===== config.mk =====
export PLATFORM = sky130hd
export DESIGN_NAME = qvr_sat
export DESIGN_NICKNAME = d
export VERILOG_FILES = /design/src/qvr_pkg.sv /design/src/qvr_sat.sv
export SDC_FILE = /design/constraint.sdc
export NUM_CORES = 1
export LEC_CHECK = 0
export BUFFER_PORTS_ARGS = -buffer_cell sky130_fd_sc_hd__buf_4
export CORE_AREA = 2 2 102 104
export CTS_CLUSTER_SIZE = 24
export DETAILED_ROUTE_END_ITERATION = 10
export DIE_AREA = 0 0 104 106
export MAX_ROUTING_LAYER = met4
export PLACE_DENSITY_LB_ADDON = 0.05
export SYNTH_ARGS = -nofsm -noshare
export SYNTH_HDL_FRONTEND = slang
export SYNTH_SLANG_ARGS = --single-unit

===== constraint.sdc =====
create_clock -name clk -period 4.1 [get_ports clk]
set_clock_uncertainty 0.05 [all_clocks]
set_input_delay 0.615 -clock clk [delete_from_list [all_inputs] [get_ports clk]]
set_output_delay 0.615 -clock clk [all_outputs]
set_load 0.02 [all_outputs]

===== src/qvr_pkg.sv =====
// ----------------------------------------------------------------------------
// qvr_pkg: shared types and constants
// Fixed-point widths, register indexes and rounding constants for the
// quaternion point rotator.
// ----------------------------------------------------------------------------
`default_nettype none

package qvr_pkg;

    localparam int QW   = 16;            // quaternion component, Q2.14
    localparam int CW   = 32;            // coordinate, Q16.16
    localparam int MW   = 35;            // matrix element, Q.28
    localparam int HW   = CW / 2;        // coordinate half word
    localparam int PHW  = MW + HW;       // element * signed high half
    localparam int PLW  = MW + HW + 1;   // element * unsigned low half
    localparam int SHW  = PHW + 2;       // sum of three high products
    localparam int SLW  = PLW + 2;       // sum of three low products
    localparam int TW   = SHW + HW + 1;  // full Q.44 dot product
    localparam int FRAC = 28;            // Q.44 -> Q16.16 shift
    localparam int QRW  = TW - FRAC;     // rounded value before clamping
    localparam int RIW  = 2;             // register index width

    typedef logic signed [QW-1:0]   quat_t;
    typedef logic signed [2*QW-1:0] qprod_t;
    typedef logic signed [CW-1:0]   coord_t;
    typedef logic signed [MW-1:0]   melem_t;
    typedef logic signed [SHW-1:0]  sum_hi_t;
    typedef logic signed [SLW-1:0]  sum_lo_t;

    typedef struct packed {
        melem_t m0;
        melem_t m1;
        melem_t m2;
    } mrow_t;

    typedef enum logic [RIW-1:0] {
        REG_QUAT_X = 2'd0,
        REG_QUAT_Y = 2'd1,
        REG_QUAT_Z = 2'd2,
        REG_QUAT_W = 2'd3
    } reg_index_t;

    localparam quat_t  QUAT_ONE = 16'sd16384;
    localparam melem_t ONE_Q28  = 35'sh0_1000_0000;

    localparam logic signed [TW-1:0] ROUND_HALF =
        {{(TW-FRAC){1'b0}}, 1'b1, {(FRAC-1){1'b0}}};

    localparam logic signed [QRW-1:0] SAT_HI = QRW'(64'sd2147483647);
    localparam logic signed [QRW-1:0] SAT_LO = QRW'(-64'sd2147483648);

endpackage

`default_nettype wire


===== src/qvr_sat.sv =====
// ----------------------------------------------------------------------------
// qvr_sat: rounding and clamping
// Joins the half-word sums, rounds Q.44 to Q16.16 with ties upward and
// clamps to the signed 32-bit range into the output register.
// ----------------------------------------------------------------------------
`default_nettype none

module qvr_sat
    import qvr_pkg::*;
(
    input  wire logic    clk,
    input  wire sum_hi_t sum_hi,
    input  wire sum_lo_t sum_lo,
    output coord_t       rot
);

    logic signed [TW-1:0]  total;
    logic signed [QRW-1:0] rounded;
    coord_t                rot_reg;
    coord_t                rot_next;

    always_comb
    begin
        total   = (TW'(sum_hi) <<< HW) + TW'(sum_lo) + ROUND_HALF;
        rounded = total[TW-1:FRAC];
        priority if (rounded > SAT_HI)
            rot_next = SAT_HI[CW-1:0];
        else if (rounded < SAT_LO)
            rot_next = SAT_LO[CW-1:0];
        else
            rot_next = rounded[CW-1:0];
    end

    always_ff @(posedge clk)
    begin
        rot_reg <= rot_next;
    end

    assign rot = rot_reg;

endmodule

`default_nettype wire


==> results.md, run 1 <==
- Largest net degree at the start of global routing: 20
- Post-synth top area cell: ha_1
- Maximum root-to-sink buffer count: 2
- Max_cap viols: 0
- Met3 usage: 3.19%
- Die area: 11000 um^2
- Clk pwr share: 11.4%
- Vias in the first global route: 5400
- Max reg flops: 32
- Routed WL: 14800 um
- Cell family with most CP delay: compound AO/OA/AOI/OAI gates
- CP required: 4230 ps
- Most frequent cells in the layout: buf_4 (269), ha_1 (101), a21oi_1 (55)
- Syn Area/Cell: 7.91 um^2
- Bufs and invs on worst path: 4
- Yosys cell types: 70
- Post-route DRC: 0
- Async set-reset flop share out of synthesis: 0%
- Crit start category: input pin
- Seq pwr share: 19.7%
- Die outline width: 104 um
- HP Class: in -> reg
- Global-route wire length before repair: 24000 um
- Num rows: 37
- CTS tree: done
- Post-place setup slack: -380 ps
- GR Overflow Total: 0
- Critical path class: in -> reg
- Hold violation count in the final report: 0
- Setup slack after layout: 109 ps
- Port Buffers: 123
- P&R area growth vs syn: 47.4%
- NetSw: 0.000927 W
- Ant. Diodes: 0
- Vias: 5558
- Clock Tree Root: clkbuf_8
- Total GRT Usage: 26.7%
- Crit-path slowest cell: or4_1
- Crit path DAT: 4120 ps
- Synthesized Nets: 818
- Sw Ratio: 43.0%
- Sequential area share after synthesis: 13.3%
- Vias per cell: 5.60
- CTS sink cnt: 32
- Layer with the highest usage: met2
- Synthesized flop and latch total: 32
- Std-Cell Core Area: 10000 um^2
- # setup viols final: 0
- Post-DP HPWL: 12300 um
- Ys Warns: 0
- Slew Viols, Final: 0
- Initial Util: 48.0%
- Slew headroom: 59.4%
- Peak supply drop: 167 uV
- Post-route ant nets: 0
- Status: finished clean
- Most common cell on crit path: buf_4
- Initial antenna violation count: 0
- Worst-path clk slew: 80 ps
- GR Util met1: 34.1%
- Internal power: 0.00123 W
- CP Cell Sequence: buf_4, ha_1, ha_1, a21oi_2, o211ai_1, a221oi_2, o221ai_4, a31o_4, or4_1, o311ai_1, buf_4, nand3_1, o41ai_4, buf_4, buf_6, o21ai_1
- CP max stage delay: 460 ps
- CTS Buf Count: 5
- CP max FO: 12
- Most area-consuming cells after synthesis: ha_1 (27%), dfxtp_1 (13%), a21oi_1 (6.2%)
- Final min period: 3990 ps
- DR pass1 iterations: 6
- Final Non-Filler Cells: 992
- Layout cells sized above 1: 37.1%
- Worst setup EP type: flip-flop
- Syn Inst Count: 607
- Placed cells: 982
- Share of the synthesized area in the top cell type: 26.8%
- Comb power frac: 68.8%
- Final net count: 1067
- Leak: 3.47 nW
- Fmax: 251 MHz
- Synth Cell Area: 4800 um^2
- PwrDens: 305 nW/um^2
- Initial DRC count: 261
- Die height: 106 um
- Main synth FF type: dfxtp_1
- GPL Wtd Cong: 0.896
- Met2 Use GR: 45.6%
- H-tree Lvls: 2
- Commonest non-fill, non-tap cell in the layout: buf_4
- Final period util: 97.3%
- Least-Margin Pin Slew: 608 ps
- Number of synthesized flops with an enable pin: 0
- Io pins: 140
- Wire length per cell: 15.0 um
==> Yosys cell counts (11+ instances only) <==
master	instances
ha_1	103
a21oi_1	59
nand2_1	52
nor2_1	36
o21ai_0	36
dfxtp_1	32
o21ai_1	28
a21o_1	22
nand4_1	22
xnor2_1	20
inv_1	18
xor2_1	17
clkbuf_1	16
nor3_1	11
o21bai_1	11
==> final timing paths <==
check  startpoint  endpoint  slack, ps  cells past startpoint
max    sum_hi[25]   rot[26]        110                     16
min    sum_hi[52]   rot[31]        820                      5
==> stage by stage <==
step | total power (W) | setup TNS [ps] | hold slack (ps) | utilization (%) | instance area (um^2)
after floorplan | 0.00124 | 0 | 904 | - | 4800
after global placement | 0.00183 | -8250 | 976 | 68.4 | 6840
after detailed placement | 0.00185 | -10730 | 976 | 68.4 | 6840
after CTS | 0.00211 | 0 | 791 | 69.2 | 6920
after global routing | 0.00230 | -82.0 | 854 | 70.8 | 7080
final | 0.00216 | 0 | 817 | 70.8 | 7080
==> layout make-up <==
type / count / area, um^2
Fill cell: 853 / 2920
Tap cell: 136 / 170
Inverter: 18 / 67.6
Timing Repair Buffer: 273 / 2070
Multi-Input combinational cell: 526 / 4050
Clock buffer: 6 / 72.6
Sequential cell: 32 / 641
Clock inverter: 1 / 5.00
==> power groups by stage <==
stage | sequential [W] | combinational, W | clock (W)
CTS | 0.000427 | 0.00143 | 0.000253
finish | 0.000426 | 0.00149 | 0.000247
global route | 0.000435 | 0.00161 | 0.000260
floorplan | 0.000545 | 0.000692 | 0
detailed placement | 0.000433 | 0.00142 | 0
global placement | 0.000431 | 0.00140 | 0
==> metal layers <==
metal | wire length (um) | part of all wire [%] | vias up
met5 | 0 | 0 | -
met4 | 187 | 1.3 | 0
met3 | 710 | 4.8 | 20
met2 | 7290 | 49 | 162
met1 | 6650 | 45 | 2595
li1 | - | - | 2781
==> worst min-delay path: stages <==
cell    delay [ps]
buf_4          100
inv_1           50
ha_1           190
xor2_2         130
inv_1           60
==> repair_timing <==
| action | in CTS | in global routing |
|---|---|---|
| pin swaps | 0 | 10 |
| setup buffers | 0 | 2 |
| gates resized for setup | 2 | 22 |
| endpoints found under the setup margin | 30 | 31 |
| hold buffers | 0 | 0 |
| gates cloned | 0 | 1 |
==> logic make-up (layout without fill, tap and decap cells) <==
logic type,Yosys count,in the layout,synth area share (%)
compound gates,227,227,31.7
xor+xnor,37,37,6.75
buf+inv,49,298,5.08
simple gates,158,158,16.1
mux,1,1,0.209
flops,32,32,13.3
fa+ha+maj,103,103,26.8
No activity file was read; power rests on OpenSTA's default activity.
==> run 2: changes to the inputs <==
--- a/config.mk
+++ b/config.mk
@@ -5,11 +5,14 @@
 export SDC_FILE = /design/constraint.sdc
 export NUM_CORES = 1
 export LEC_CHECK = 0
-export BUFFER_PORTS_ARGS = -buffer_cell sky130_fd_sc_hd__buf_4
-export CORE_AREA = 2 2 102 104
+export ABC_AREA = 1
+export CELL_PAD_IN_SITES_DETAIL_PLACEMENT = 0
+export CELL_PAD_IN_SITES_GLOBAL_PLACEMENT = 2
+export CORE_AREA = 2 2 142 144
 export CTS_CLUSTER_SIZE = 24
 export DETAILED_ROUTE_END_ITERATION = 10
-export DIE_AREA = 0 0 104 106
+export DIE_AREA = 0 0 144 146
+export DONT_BUFFER_PORTS = 1
 export MAX_ROUTING_LAYER = met4
 export PLACE_DENSITY_LB_ADDON = 0.05
 export SYNTH_ARGS = -nofsm -noshare
==> results.md, run 2 <==
- PwrDens: 309 nW/um^2 (+1.4%)
- Crit path DAT: 3370 ps (-750 ps)
- Ant. Diodes: 0 (unchanged)
- Wire length per cell: 15.3 um (+2.6%)
- GR Overflow Total: 0 (unchanged)
- Slew Viols, Final: 0 (unchanged)
- Global-route wire length before repair: 30100 um (+26%)
- DR pass1 iterations: 4 (-2)
- CP max stage delay: 370 ps (-90 ps)
- Crit-path slowest cell: ha_1
- Fill count: 2292 (+170%)
- Yosys cell types: 32 (-54%)
- Sequential area share after synthesis: 11.2% (-2.2 points)
- Final net count: 1206 (+13%)
- Worst setup EP type: flip-flop
- Most common cell on crit path: nand2_1
- Initial DRC count: 301 (+15%)
- Total GRT Usage: 19.3% (-7.5 points)
- Most area-consuming cells after synthesis: nand2_1 (26%), ha_1 (23%), dfxtp_1 (11%)
- Syn Inst Count: 991 (+63%)
- Setup slack after layout: 893 ps (+784 ps)
- Std-Cell Core Area: 19300 um^2 (+93%)
- Post-route cell area: 6150 um^2 (-13%)
- TNS Setup: 0 ps (unchanged)
- Commonest non-fill, non-tap cell in the layout: nand2_1
- Die outline width: 144 um (+38%)
- CP Cell Sequence: ha_1, ha_1, nand2_1, nor2_1, nand2_1, nor2_1, and3_1, nand2_1, nand3b_1, nand2_1, nand2_1, nand2_1, nor2_2, nand3_2, nand2_4, nand2_1, nand2_1
- Port Buffers: 0 (-100%)
- Maximum root-to-sink buffer count: 2 (unchanged)
- CP max FO: 31 (+19)
- Syn Area/Cell: 5.77 um^2 (-27%)
- Leak: 3.55 nW (+2.2%)
- Vias per cell: 4.41 (-21%)
- GPL Wtd Cong: 0.856 (-4.5%)
- Cell family with most CP delay: simple AND/OR/NAND/NOR gates
- CP required: 4260 ps (+30 ps)
- DP Area: 6000 um^2 (-12%)
- Post-route ant nets: 0 (unchanged)
- Vias in the first global route: 5503 (+1.9%)
- Routed WL: 19300 um (+30%)
- Min Hold Slack: 807 ps (-9.77 ps)
- Worst setup path start: sum_hi[37]
- Initial Util: 29.6% (-18 points)
- Synth Cell Area: 5720 um^2 (+19%)
- Post-CTS Resized: 0 (-2)
- CTS sink cnt: 32 (unchanged)
- Die area: 21000 um^2 (+91%)
- Register Area: 641 um^2 (unchanged)
- Slew headroom: 65.3% (+5.9 points)
- Setup Buffers After CTS: 0 (unchanged)
- Post-place setup slack: 562 ps (+942 ps)
- Bufs and invs on worst path: 0 (-4)
- Die height: 146 um (+38%)
- Layout cells sized above 1: 4.72% (-32 points)
- Max reg flops: 32 (unchanged)
- Main synth FF type: dfxtp_1
- HP Start: sum_lo[34]
- Async set-reset flop share out of synthesis: 0% (unchanged)
- Share of the synthesized area in the top cell type: 25.6% (-1.3 points)
- Num rows: 51 (+38%)
- Max_cap viols: 0 (unchanged)
- Total power: 0.00190 W (-12%)
- Hold_buf cts: 0 (unchanged)
- Critical path class: in -> reg
- Largest net degree at the start of global routing: 32 (+60%)
- CTS tree: done
- Area of the multi-input gates: 4360 um^2 (+7.8%)
- Io pins: 140 (unchanged)
- RSZ-0062 raised after global routing: no
- P&R area growth vs syn: 7.48%
- Post-route DRC: 0 (unchanged)
- Fmax: 312 MHz (+24%)
- Final period util: 78.2% (-19 points)
- H-tree Lvls: 2 (unchanged)
- # setup viols final: 0 (unchanged)
- Vias: 5555 (-0.054%)
- Clock Tree Root: clkbuf_16
- Ys Warns: 0 (unchanged)
- Number of synthesized flops with an enable pin: 0 (unchanged)
- Top cells by count, synth: nand2_1 (390), inv_1 (160), ha_1 (103)
- Hold violation count in the final report: 0 (unchanged)
- Status: finished clean
- Initial antenna violation count: 0 (unchanged)
- CTS Buf Count: 5 (unchanged)
- Worst-path clk slew: 70 ps (about the same)
- Post-DP HPWL: 17200 um (+39%)
- Post-synth top area cell: nand2_1
- Final min period: 3210 ps (-784 ps)
- Crit start category: input pin
- HP Class: in -> reg
- Synthesized Nets: 1202 (+47%)
- Count leader, synth: nand2_1
- Synthesized flop and latch total: 32 (unchanged)
- Peak supply drop: 145 uV (-13%)
- Most frequent cells in the layout: nand2_1 (390), inv_1 (160), ha_1 (103)
- Least-Margin Pin Slew: 516 ps (-92.4 ps)
==> run 2: changes by cell type in the layout (fill, tap and decap cells not counted), sizes merged, moves of 11 or more <==
cell and change:
a21o -18, a21oi -11, buf -270, inv +152, nand2 +346, nand3 +37, nand4 -11, nor2 +58
o21ai -56
==> run 2: cell families after synthesis <==
| logic type | synth area share [%] |
|---|---|
| fa+ha+maj | 22.5 |
| flops | 11.2 |
| xor+xnor | 4.74 |
| compound gates | 8.29 |
| buf+inv | 12.6 |
| simple gates | 40.7 |
==> run 2: worst min-delay path, cell delays in order <==
cell     delay [ps]
ha_1            100
ha_1            200
xor2_1           90
nand2_1          60
nand2_1          40
==> run 2: final cells by class <==
type,count,area share (%)
Clock buffer,7,2.48
Inverter,171,10.4
Multi-Input combinational cell,782,70.9
Sequential cell,32,10.4
Tap cell,265,5.39
Timing Repair Buffer,3,0.366
==> run 2: metal layers <==
metal	vias to the layer above	part of all wire (%)	GRT usage [%]	wire, um
li1	3107	-	-	-
met1	2355	54	28.7	10500
met2	91	42	28.6	8110
met3	2	3.2	1.55	620
met4	0	0.39	3.14	75
met5	-	0	-	0
==> run 2: power by group <==
part	leakage, nW	internal [W]	switching (W)
clock	0.0760	0.000255	0.000155
combinational	3.20	0.000319	0.000646
sequential	0.270	0.000395	0.000131
==> run 2: worst paths after layout <==
kind | end | slack [ps] | cells after the start
worst max-delay path | rot[8] | 890 | 17
worst min-delay path | rot[6] | 810 | 5
==> run 2: metrics by stage <==
step / instances / util (%)
CTS: 1260 / 31.8
finish: 1260 / 31.8
global route: 1260 / 31.8
floorplan: 991 / -
detailed placement: 1253 / 31.0
global placement: 1253 / 31.0
